### src/design/tmac_pkg.sv
// ----------------------------------------------------------------------------
// tmac_pkg
// shared types and constants of the trimmed mean adc calibrator
// ----------------------------------------------------------------------------
package tmac_pkg;

  localparam int SAMPLE_W        = 12;
  localparam int SCALED_W        = 16;
  localparam int COUNT_W         = 4;
  localparam int GAIN_W          = 24;
  localparam int OFS_W           = 16;
  localparam int OFS_MAG_W       = 15;
  localparam int OFS_SIGN_BIT    = 15;
  localparam int FRAC_W          = 16;
  localparam int CFG_DATA_W      = 24;
  localparam int CFG_IDX_W       = 2;
  localparam int IN_TDATA_W      = 16;
  localparam int OUT_TDATA_W     = 32;

  localparam int MAX_SAMPLES_DEF = 10;
  localparam int TRIM_LIMIT      = 5;
  localparam int TRIM_DROP       = 4;

  localparam int MIN_GAIN_NUM    = 1000;
  localparam int Q_ONE           = 65536;
  localparam int MIN_GAIN        = (Q_ONE + MIN_GAIN_NUM - 1) / MIN_GAIN_NUM;

  localparam logic [COUNT_W-1:0] COUNT_RST  = COUNT_W'(10);
  localparam logic [GAIN_W-1:0]  GAIN_RST   = '0;
  localparam logic [OFS_W-1:0]   OFS_RST    = '0;
  localparam logic [GAIN_W-1:0]  DGAIN_RST  = GAIN_W'(Q_ONE);
  localparam logic [SAMPLE_W-1:0] SAMPLE_MAX = '1;

  typedef enum logic [CFG_IDX_W-1:0] {
    CFG_COUNT        = 2'd0,
    CFG_GAIN         = 2'd1,
    CFG_OFFSET       = 2'd2,
    CFG_DEFAULT_GAIN = 2'd3
  } cfg_idx_e;

  typedef enum logic [2:0] {
    ST_IDLE,
    ST_TRIM,
    ST_DIV,
    ST_CAL,
    ST_PUSH
  } state_e;

  typedef struct packed {
    logic [COUNT_W-1:0] count;
    logic [GAIN_W-1:0]  gain;
    logic [OFS_W-1:0]   offset;
    logic [GAIN_W-1:0]  default_gain;
  } cfg_t;

endpackage

### src/design/tmac_div.sv
// ----------------------------------------------------------------------------
// tmac_div
// restoring divider, one quotient bit per cycle through a shared subtractor
// ----------------------------------------------------------------------------
module tmac_div #(
  parameter int NUM_W = 16,
  parameter int DEN_W = 4
) (
  input  logic             clk_i,
  input  logic             rst_ni,
  input  logic             start_i,
  input  logic [NUM_W-1:0] num_i,
  input  logic [DEN_W-1:0] den_i,
  output logic             done_o,
  output logic [NUM_W-1:0] quot_o
);

  localparam int CNT_W = $clog2(NUM_W + 1);

  logic [CNT_W-1:0] cnt_q, cnt_d;
  logic             busy_q, busy_d;
  logic             done_q, done_d;
  logic [DEN_W-1:0] rem_q, rem_d;
  logic [DEN_W-1:0] den_q, den_d;
  logic [NUM_W-1:0] quot_q, quot_d;
  logic [DEN_W:0]   trial;
  logic             fits;

  assign trial = {rem_q, quot_q[NUM_W-1]};
  assign fits  = (trial >= {1'b0, den_q});

  always_comb begin
    cnt_d  = cnt_q;
    busy_d = busy_q;
    done_d = 1'b0;
    rem_d  = rem_q;
    den_d  = den_q;
    quot_d = quot_q;
    if (start_i) begin
      cnt_d  = CNT_W'(NUM_W);
      busy_d = 1'b1;
      rem_d  = '0;
      den_d  = den_i;
      quot_d = num_i;
    end else if (busy_q) begin
      rem_d  = fits ? DEN_W'(trial - {1'b0, den_q}) : trial[DEN_W-1:0];
      quot_d = {quot_q[NUM_W-2:0], fits};
      cnt_d  = cnt_q - CNT_W'(1);
      if (cnt_q == CNT_W'(1)) begin
        busy_d = 1'b0;
        done_d = 1'b1;
      end
    end
  end

  always_ff @(posedge clk_i or negedge rst_ni) begin
    if (!rst_ni) begin
      cnt_q  <= '0;
      busy_q <= 1'b0;
      done_q <= 1'b0;
    end else begin
      cnt_q  <= cnt_d;
      busy_q <= busy_d;
      done_q <= done_d;
    end
  end

  always_ff @(posedge clk_i) begin
    rem_q  <= rem_d;
    den_q  <= den_d;
    quot_q <= quot_d;
  end

  assign done_o = done_q;
  assign quot_o = quot_q;

endmodule

### src/design/tmac_cal.sv
// ----------------------------------------------------------------------------
// tmac_cal
// two-stage calibration: slope multiply, then offset (only with a valid gain) and saturation
// ----------------------------------------------------------------------------
module tmac_cal (
  input  logic                           clk_i,
  input  logic                           rst_ni,
  input  logic                           start_i,
  input  logic [tmac_pkg::SAMPLE_W-1:0]  mean_i,
  input  tmac_pkg::cfg_t                 cfg_i,
  output logic                           done_o,
  output logic [tmac_pkg::SCALED_W-1:0]  scaled_o
);

  import tmac_pkg::*;

  localparam int PROD_W = SAMPLE_W + GAIN_W;
  localparam int HI_W   = PROD_W - FRAC_W;

  logic                    uncal;
  logic [GAIN_W-1:0]       slope;
  logic                    v1_q, done_q;
  logic [PROD_W-1:0]       prod_q;
  logic                    use_ofs_q, sub_q;
  logic [OFS_MAG_W-1:0]    mag_q;
  logic [HI_W-1:0]         hi;
  logic [HI_W:0]           sum_ext;
  logic [HI_W-1:0]         diff;
  logic [HI_W:0]           q_val;
  logic [SCALED_W-1:0]     res_d, res_q;

  assign uncal = (cfg_i.gain < GAIN_W'(MIN_GAIN));
  assign slope = uncal ? cfg_i.default_gain : cfg_i.gain;

  always_ff @(posedge clk_i) begin
    if (start_i) begin
      prod_q    <= PROD_W'(mean_i) * PROD_W'(slope);
      use_ofs_q <= !uncal;
      sub_q     <= cfg_i.offset[OFS_SIGN_BIT];
      mag_q     <= cfg_i.offset[OFS_MAG_W-1:0];
    end
  end

  assign hi      = prod_q[PROD_W-1:FRAC_W];
  assign sum_ext = {1'b0, hi} + (HI_W+1)'(mag_q);
  assign diff    = hi - HI_W'(mag_q);

  always_comb begin
    if (!use_ofs_q) begin
      q_val = {1'b0, hi};
    end else if (sub_q) begin
      q_val = (hi < HI_W'(mag_q)) ? '0 : {1'b0, diff};
    end else begin
      q_val = sum_ext;
    end
    res_d = (q_val > (HI_W+1)'({SCALED_W{1'b1}})) ? '1 : q_val[SCALED_W-1:0];
  end

  always_ff @(posedge clk_i) begin
    if (v1_q) begin
      res_q <= res_d;
    end
  end

  always_ff @(posedge clk_i or negedge rst_ni) begin
    if (!rst_ni) begin
      v1_q   <= 1'b0;
      done_q <= 1'b0;
    end else begin
      v1_q   <= start_i;
      done_q <= v1_q;
    end
  end

  assign done_o   = done_q;
  assign scaled_o = res_q;

endmodule

### src/design/trimmed_mean_adc_calibrator_unit.sv
// ----------------------------------------------------------------------------
// trimmed_mean_adc_calibrator_unit
// batch averager with min/max trimming and linear calibration
//
//   port group   dir  content (lsb first)
//   s_axis       in   tdata: sample[11:0]
//   m_axis       out  tdata: raw_mean[11:0], scaled_value[27:12]
//   cfg          in   write enable, index 0..3, data up to 24 bits
//
// a sample that does not close its batch is only accumulated; the closing
// sample is reduced in turn by trim, the serial divider and two calibration
// stages, and the result is then pushed to the output register
// s_axis_tready is low while a batch is reduced, and while a result is
// waiting and m_axis_tready is low; reset empties the batch and resets config state
// ----------------------------------------------------------------------------
module trimmed_mean_adc_calibrator_unit #(
  parameter int MAX_SAMPLES = tmac_pkg::MAX_SAMPLES_DEF
) (
  input  logic                              clk_i,
  input  logic                              rst_ni,
  input  logic                              s_axis_tvalid,
  output logic                              s_axis_tready,
  input  logic [tmac_pkg::IN_TDATA_W-1:0]   s_axis_tdata,   // sample
  output logic                              m_axis_tvalid,
  input  logic                              m_axis_tready,
  output logic [tmac_pkg::OUT_TDATA_W-1:0]  m_axis_tdata,   // raw_mean, scaled_value
  input  logic                              cfg_we_i,
  input  logic [tmac_pkg::CFG_IDX_W-1:0]    cfg_index_i,
  input  logic [tmac_pkg::CFG_DATA_W-1:0]   cfg_data_i
);

  import tmac_pkg::*;

  localparam int CW = $clog2(MAX_SAMPLES + 1);
  localparam int SW = SAMPLE_W + $clog2(MAX_SAMPLES);

  cfg_t                cfg_q, cfg_d;
  state_e              state_q, state_d;
  logic [CW-1:0]       fill_q, fill_d;
  logic [CW-1:0]       n_eff, base_fill, fill_inc, den;
  logic [SW-1:0]       sum_q, sum_d, numer;
  logic [SAMPLE_W-1:0] max1_q, max1_d, max2_q, max2_d;
  logic [SAMPLE_W-1:0] min1_q, min1_d, min2_q, min2_d;
  logic [SAMPLE_W-1:0] smp;
  logic                accept, slot_free, trim;
  logic                load_zero, load_calc;
  logic                out_valid_q, out_valid_d;
  logic [SAMPLE_W-1:0] out_mean_q;
  logic [SCALED_W-1:0] out_scaled_q;
  logic                div_start, div_done, cal_start, cal_done;
  logic [SW-1:0]       quot;
  logic [SCALED_W-1:0] scaled;

  // config port
  always_comb begin
    cfg_d = cfg_q;
    if (cfg_we_i) begin
      case (cfg_idx_e'(cfg_index_i))
        CFG_COUNT:        cfg_d.count        = cfg_data_i[COUNT_W-1:0];
        CFG_GAIN:         cfg_d.gain         = cfg_data_i[GAIN_W-1:0];
        CFG_OFFSET:       cfg_d.offset       = cfg_data_i[OFS_W-1:0];
        CFG_DEFAULT_GAIN: cfg_d.default_gain = cfg_data_i[GAIN_W-1:0];
        default:          cfg_d              = cfg_q;
      endcase
    end
  end

  assign n_eff     = (int'(cfg_q.count) > MAX_SAMPLES) ? CW'(MAX_SAMPLES)
                                                      : CW'(cfg_q.count);
  assign trim      = (int'(n_eff) > TRIM_LIMIT);
  assign smp       = s_axis_tdata[SAMPLE_W-1:0];
  assign slot_free = !out_valid_q || m_axis_tready;
  assign accept    = s_axis_tvalid && s_axis_tready;
  assign base_fill = (fill_q >= n_eff) ? '0 : fill_q;
  assign fill_inc  = base_fill + CW'(1);
  assign load_zero = accept && (n_eff == '0);
  assign load_calc = (state_q == ST_PUSH) && slot_free;

  // running sum and the two largest and two smallest samples of the batch
  always_comb begin
    fill_d = fill_q;
    sum_d  = sum_q;
    max1_d = max1_q;
    max2_d = max2_q;
    min1_d = min1_q;
    min2_d = min2_q;
    if (load_zero) begin
      fill_d = '0;
    end else if (accept) begin
      fill_d = (fill_inc == n_eff) ? '0 : fill_inc;
      if (base_fill == '0) begin
        sum_d  = SW'(smp);
        max1_d = smp;
        max2_d = '0;
        min1_d = smp;
        min2_d = SAMPLE_MAX;
      end else begin
        sum_d = sum_q + SW'(smp);
        if (smp >= max1_q) begin
          max2_d = max1_q;
          max1_d = smp;
        end else if (smp > max2_q) begin
          max2_d = smp;
        end
        if (smp <= min1_q) begin
          min2_d = min1_q;
          min1_d = smp;
        end else if (smp < min2_q) begin
          min2_d = smp;
        end
      end
    end
  end

  assign numer = trim ? (sum_q - SW'(max1_q) - SW'(max2_q) - SW'(min1_q) - SW'(min2_q))
                      : sum_q;
  assign den   = trim ? (n_eff - CW'(TRIM_DROP)) : n_eff;

  // sequencer next state
  always_comb begin
    state_d = state_q;
    case (state_q)
      ST_IDLE: if (accept && n_eff != '0 && fill_inc == n_eff) state_d = ST_TRIM;
      ST_TRIM: state_d = ST_DIV;
      ST_DIV:  if (div_done) state_d = ST_CAL;
      ST_CAL:  if (cal_done) state_d = ST_PUSH;
      ST_PUSH: if (slot_free) state_d = ST_IDLE;
      default: state_d = ST_IDLE;
    endcase
  end

  // sequencer outputs
  always_comb begin
    s_axis_tready = 1'b0;
    div_start     = 1'b0;
    cal_start     = 1'b0;
    case (state_q)
      ST_IDLE: s_axis_tready = slot_free;
      ST_TRIM: div_start     = 1'b1;
      ST_DIV:  cal_start     = div_done;
      ST_CAL:  s_axis_tready = 1'b0;
      ST_PUSH: s_axis_tready = 1'b0;
      default: s_axis_tready = 1'b0;
    endcase
  end

  tmac_div #(
    .NUM_W (SW),
    .DEN_W (CW)
  ) u_div (
    .clk_i   (clk_i),
    .rst_ni  (rst_ni),
    .start_i (div_start),
    .num_i   (numer),
    .den_i   (den),
    .done_o  (div_done),
    .quot_o  (quot)
  );

  tmac_cal u_cal (
    .clk_i    (clk_i),
    .rst_ni   (rst_ni),
    .start_i  (cal_start),
    .mean_i   (quot[SAMPLE_W-1:0]),
    .cfg_i    (cfg_q),
    .done_o   (cal_done),
    .scaled_o (scaled)
  );

  // output register
  always_comb begin
    out_valid_d = out_valid_q;
    if (load_zero || load_calc) begin
      out_valid_d = 1'b1;
    end else if (m_axis_tready) begin
      out_valid_d = 1'b0;
    end
  end

  always_ff @(posedge clk_i) begin
    if (load_zero) begin
      out_mean_q   <= '0;
      out_scaled_q <= '0;
    end else if (load_calc) begin
      out_mean_q   <= quot[SAMPLE_W-1:0];
      out_scaled_q <= scaled;
    end
  end

  always_ff @(posedge clk_i) begin
    sum_q  <= sum_d;
    max1_q <= max1_d;
    max2_q <= max2_d;
    min1_q <= min1_d;
    min2_q <= min2_d;
  end

  always_ff @(posedge clk_i or negedge rst_ni) begin
    if (!rst_ni) begin
      cfg_q.count        <= COUNT_RST;
      cfg_q.gain         <= GAIN_RST;
      cfg_q.offset       <= OFS_RST;
      cfg_q.default_gain <= DGAIN_RST;
      state_q            <= ST_IDLE;
      fill_q             <= '0;
      out_valid_q        <= 1'b0;
    end else begin
      cfg_q       <= cfg_d;
      state_q     <= state_d;
      fill_q      <= fill_d;
      out_valid_q <= out_valid_d;
    end
  end

  assign m_axis_tvalid = out_valid_q;
  assign m_axis_tdata  = {(OUT_TDATA_W - SAMPLE_W - SCALED_W)'(0), out_scaled_q, out_mean_q};

endmodule
### config.mk
export PLATFORM = sky130hd
export DESIGN_NAME = trimmed_mean_adc_calibrator_unit
export DESIGN_NICKNAME = d
export VERILOG_FILES = /design/src/design/tmac_pkg.sv /design/src/design/tmac_div.sv /design/src/design/tmac_cal.sv /design/src/design/trimmed_mean_adc_calibrator_unit.sv
export SDC_FILE = /design/constraint.sdc
export NUM_CORES = 1
export LEC_CHECK = 0
export ABC_AREA = 1
export BUFFER_PORTS_ARGS = -buffer_cell sky130_fd_sc_hd__buf_2
export CAP_MARGIN = 20
export CORE_ASPECT_RATIO = 1.5
export CORE_MARGIN = 8
export CORE_UTILIZATION = 58
export CTS_CLUSTER_SIZE = 40
export DETAILED_ROUTE_END_ITERATION = 12
export GPL_TIMING_DRIVEN = 0
export PLACE_DENSITY = 0.78
export SYNTH_ARGS = -nofsm -noshare
export SYNTH_HDL_FRONTEND = slang
export SYNTH_HIERARCHICAL = 1
export SYNTH_SLANG_ARGS = --single-unit
export TNS_END_PERCENT = 10
### constraint.sdc
create_clock -name clk_i -period 6.2 [get_ports clk_i]
set_input_delay 0.62 -clock clk_i [delete_from_list [all_inputs] [get_ports clk_i]]
set_output_delay 0.62 -clock clk_i [all_outputs]
set_load 0.005 [all_outputs]
# Word-level counts from Yosys, hierarchy flattened
# Index checks and enable logic that the tools add are counted.
totals:
  regBits: 270
  inputBits: 47
  out_inout_bits: 34
  elab_cells: 137
classes:
  add_sub_neg: 11
  n_mul: 1
  magnitude_cmp: 11
  eq_ne: 13
  n_mux: 41
  n_bitwise: 1
  reduce_logical: 31
ops:
  columns: ["cell", "n"]
  rows:
  - ["12-bit two-way mux", 9]
  - ["16-bit by 12-bit subtractor with 16-bit output", 4]
  - ["16-bit two-way mux", 3]
  - ["21-bit two-way mux", 2]
  - ["12-bit by 24-bit multiplier with 36-bit output", 1]
  - ["4-bit two-way mux", 7]
  - ["24-bit by 7-bit < comparator with 1-bit output, second input constant", 1]
  - ["24-bit two-way mux", 1]
  - ["20-bit by 15-bit adder with 21-bit output", 1]
  - ["21-bit by 16-bit greater-than comparator with 1-bit output, second input constant", 1]
  - ["20-bit by 15-bit < comparator with 1-bit output", 1]
  - ["20-bit two-way mux", 1]
  - ["20-bit by 15-bit subtractor with 20-bit output", 1]
  - ["16-bit by 12-bit adder with 16-bit output", 1]
  - ["3-bit one-hot mux with 5 select lines", 1]
  - ["12-bit greater-or-equal comparator", 1]
  - ["12-bit greater-than comparator", 1]
  - ["12-bit <= comparator", 1]
  - ["12-bit < comparator", 1]
  - ["3-bit two-way mux", 4]
  - ["3-bit AND reduction", 4]
  - ["1-bit two-way mux", 11]
  - ["5-bit two-way mux", 2]
  - ["2-bit AND reduction", 5]
  - ["other kinds (28)", 44]

# Longest topological paths before layout
depth:
  ltp_word: 9
  mapped_depth: 34
  mapped_depth_nobuf: 33

# Cells and area by module
# Netlist, hierarchy kept.
by_module_without_submodules:
  columns: ["module", "instances", "cells_per_inst", "area_each_um2", "seq_area_each_um2"]
  rows:
  - ["tmac_cal", 1, 1758, 13233.9, 1641.6]
  - ["trimmed_mean_adc_calibrator_unit", 1, 1152, 10334.9, 4388.0]
  - ["tmac_div", 1, 158, 1482.7, 855.8]

# Least setup slack after synthesis
# OpenSTA, ideal clock, no wires.
synth_path:
  path_type: "register -> register"
  startpoint: "register cfg_q[45] in the netlist's numbering"
  endpoint: "register u_cal.prod_q[35], data pin"
  setup_ps: 252
  arrival_ps: 5730
  t_required_ps: 5948
  path_slack_ps: 218
  path_stages_with_launch: 29
  n_path_buf: 1
  period_less_slack_ps: 5982
  path_cell_list: "dfrtp_1 nor2_1 o21bai_1 nor2_1 nand2_2 inv_2 buf_2 nand2_1 nand2_1 nand2_1 fa_1 inv_1 fa_1 inv_1 fa_1 inv_1 fa_1 inv_1 fa_1 inv_1 ha_1 a21oi_1 o21ai_0 a21oi_1 o21ai_0 a2111oi_0 nand2_1 nand2_1 nand2_1"
synth_between:
  elab_chain_len: 3
synth_lines:
  columns: ["element", "line", "rtl"]
  rows:
  - ["from (decl)", "trimmed_mean_adc_calibrator_unit.sv:37", "cfg_t cfg_q, cfg_d;"]
  - ["from (signal assigned)", "trimmed_mean_adc_calibrator_unit.sv:208", "cfg_q <= cfg_d;"]
  - ["24-bit by 7-bit < comparator with 1-bit output", "tmac_cal.sv:32", "assign uncal = (cfg_i.gain < GAIN_W'(MIN_GAIN));"]
  - ["24-bit two-way mux (*)", "tmac_cal.sv:33", "assign slope = uncal ? cfg_i.default_gain : cfg_i.gain;"]
  - ["12-bit by 24-bit multiplier with 36-bit output (*)", "tmac_cal.sv:37", "prod_q <= PROD_W'(mean_i) * PROD_W'(slope);"]
  - ["to (signal assigned)", "tmac_cal.sv:37", null]
  - ["to (decl)", "tmac_cal.sv:23", "logic [PROD_W-1:0] prod_q;"]
# Every way passes the cells marked *; elsewhere a longest branch is shown, timed or not.
# A chain may end at the register's enable or synchronous reset.

# Worst setup path in the final report
layout_path:
  startpoint: "register cfg_q[49] in the netlist's numbering"
  endpoint: "register u_cal.prod_q[21], data pin"
# Same word-level chain as after synthesis.

==> impl_results.md <==
- Max VDD drop: 0.692 mV
- H-tree depth: 1
- Internal Power: 6.79 mW
- Total GRT Usage: 0.306
- Root Buffer: clkbuf_16
- Fin crit share: 1.01
- Highest clock rate: between 0.15 and 0.2 GHz
- Synth Instances: 3068
- Clk pwr share: 0.122
- Row cnt: between 90 and 100
- Top FF cell, synth: edfxtp_1
- I/O pins: 81
- Reg clk slew, reported paths: about 70 ps
- Setup violators final: 3
- Layout Nets: 3733
- DP Cell Count: roughly 3700
- Core Area: between 0.04 and 0.05 mm²
- Max FO, Critical Path: 10
- Combinational share of power: 0.722
- Commonest cells after routing, fill and taps aside: 710 x nand2_1, 581 x inv_1, 253 x fa_1
- Sw Share: 0.501
- YS warnings: 6
- Synth Register Bits: between 200 and 300
- Worst endpoint required time: ~6600 ps
- Vias post-DR: 21800
- Global-route wire length before repair: 119000 µm
- Post-synthesis cell type count: 66
- Die width: ~190 µm
- Port Buffers: just over 70
- Simple-Gate Fraction of Synth Area: 0.194
- Sequential share of power: 0.156
- TritonCTS buffer count: 27
- Crit path from: cfg_q[49]
- Die Ht: about 270 µm
- Pre-antenna DRT Iters: 6
- Crit path buffers/inverters: 5
- Gpl congestion: approximately 1.0
- HP Class: input pin to flip-flop
- Drt total wl: just under 80000 µm
- Failing checks: negative setup slack
- Via/cell ratio: 5.68
- WHS: around 330 ps
- RSZ-0062 raised after global routing: true
- TritonCTS clock tree: built
- DIE AREA: 0.0502 mm²
- Slew at the pin with the worst max-slew slack: approximately 1100 ps
- DPL Wire Length: approximately 60000 µm
- Sink Count: around 250
- Initial antenna violation count: 0
- Hold_sp: cfg_data_i[17]
- DR iter-0 viols: roughly 1600
- Crit path DAT: between 6000 and 7000 ps
- Most common cell after layout, fill and taps aside: nand2_1
- Crit path launch type: flip-flop
- Seq/Total Area, Yosys: 0.275
- Rel. slew slack: 0.290
- Pre-CTS setup slack: -1160 ps
- Status: finished, violations left
- Largest net degree at the start of global routing: between 50 and 60
- # Max-Cap Violations: 0
- Crit path capture type: flip-flop
- Power Total: about 14 mW
- Post-synthesis area per instance: approximately 8 µm²
- Fin. Hold Viols: 0
- Antenna Nets Post-Route: 0
- Synth Area in XOR/XNOR: 0.0143
- Tmin final: between 6000 and 7000 ps
- N_diodes: 0
- Leakage: 14.2 nW
- Fin cells: between 3000 and 4000
- Total grt overflow: 0
- CP max stage delay: approximately 570 ps
- Residual DRC count: 0
- Clock skew: 18.3 ps
- Post-Synthesis Cell Area: approximately 0.025 mm²
- Fillcell total: ~3600
- Number of synthesized flops with an enable pin: 137
- Post-synthesis mux area share: 0.0126
- Vias in the first global route: 22800
- Crit Path Category: flip-flop to flip-flop
- Post-synthesis compound-gate area fraction: 0.0928
- DR WL/cell: between 20 and 25 µm
- Asr flop ratio synth: 0.335
- Layout area overhead: 14.3%
- R2r startpoint: cfg_q[49]
- Switching power: between 6 and 7 mW
- Share of layout cells above drive strength 1: 0.156
- Max-slew violations: 0
- Pwr dens: approximately 480 mW/mm²
- Synth Area in Adders: 0.301
- CP max stage cell: fa_1
- Largest family of logic cells by synthesized area: adder cells
- Initial Utilization: 0.585
- Worst-Skew Late Latency: 580 ps
- CP delay by family, top: adder cells
- Final setup margin: -57.4 ps
- Clock tree buffer depth: 3
==> layer usage <==
metal  GRT usage  vias up  routed length (µm)
met5           0        -                   0
met4       0.229        0                7300
met3      0.0350      339                4240
met2       0.571      962               40900
met1       0.301    10500               25400
li1            -     9934                   -
==> final timing paths <==
path / slack, ps / cells past startpoint / end
setup / recovery: -60 / 25 / u_cal/prod_q[21]
hold / removal: 330 / 3 / cfg_q[57]
setup reg to reg: -60 / 25 / u_cal/prod_q[21]
hold reg to reg: 450 / 0 / u_cal/mag_q[7]
max in group asynchronous: 5020 / 3 / cfg_q[16]
min in group asynchronous: 510 / 2 / cfg_q[29]
==> power groups by stage <==
stage / Clock [mW] / Sequential, mW / Combinational [mW]
6_report: 1.66 / 2.12 / 9.83
5_1_grt: 1.74 / 2.12 / 10.7
4_1_cts: 1.68 / 2.11 / 7.40
3_5_place_dp: 0 / 2.14 / 6.86
3_3_place_gp: 0 / 2.14 / 6.76
2_1_floorplan: 0 / 2.13 / 4.82
==> final cells by class <==
class	count	area, µm²	area share
clock inverters	14	149	0.00520
repair inverters	1	6.26	0.000218
well taps	570	713	0.0249
multi-input cells	2108	16300	0.569
plain buffers	80	462	0.0161
repair buffers	143	995	0.0347
clock buffers	36	751	0.0262
flip-flops and latches	254	6890	0.240
inverters	624	2390	0.0834
==> repair_timing <==
action / 4_1_cts / 5_1_grt
endpoints found under the hold margin: 29 / 0
hold buffers: 1 / 0
setup buffers: 20 / 43
gates resized for setup: 79 / 204
pin swaps: 10 / 94
endpoints found under the setup margin: 20 / 20
gates cloned: 0 / 2
==> worst reg2reg max path, delay by kind of cell, from the launching register on <==
family	cells	cell delay [ps]
AOI/OAI and AO/OA	2	540
xor gates and xnor gates	1	290
adders and majority gates	6	2720
buffers and inverters	5	710
DFF	1	380
and+or+nand+nor	11	1410
==> flip-flops by register name (all words and copies together), names as in the netlist, 15 cells and up <==
name and cells:
cfg_q 68, out_scaled_q 16, sum_q 16, u_cal/mag_q 15
u_cal/prod_q 20, u_cal/scaled_o 16, u_div/quot_o 16
==> stage by stage <==
step | utilization | setup TNS (ps) | instance area (µm²)
2_1_floorplan | - | 0 | 25100
6_report | 0.669 | -87.9 | 28600
3_3_place_gp | 0.610 | -21790 | 26100
4_1_cts | 0.643 | -195 | 27600
5_1_grt | 0.669 | -2540 | 28600
3_5_place_dp | 0.613 | -18900 | 26200
==> Yosys cell counts (6+ instances only) <==
master	number	area share
or2_2	8	0.0020
nand2_2	13	0.0032
nand3_1	110	0.022
a31oi_1	10	0.0025
nor3_1	20	0.0040
fa_1	260	0.21
nand2_1	754	0.11
nor2_1	208	0.031
inv_2	12	0.0018
inv_1	606	0.091
a21o_1	7	0.0021
clkbuf_1	46	0.0069
o21ai_1	13	0.0026
nor2_2	11	0.0027
dfxtp_1	32	0.026
ha_1	187	0.093
o21bai_1	6	0.0018
a21oi_1	144	0.029
xnor2_1	9	0.0031
xor2_1	32	0.011
o21ai_0	175	0.035
edfxtp_1	137	0.16
nand4_1	25	0.0062
mux2_2	28	0.013
buf_2	21	0.0042
dfrtp_1	82	0.082
o211ai_1	14	0.0042
buf_4	11	0.0033
==> logic make-up after synthesis <==
family                     Yosys count
AOI/OAI and AO/OA                  415
xor gates and xnor gates            41
adders and majority gates          447
other                                1
and+or+nand+nor                   1172
DFF                                254
buffers and inverters              710
muxes                               28
No activity file was read; power rests on OpenSTA's default activity.
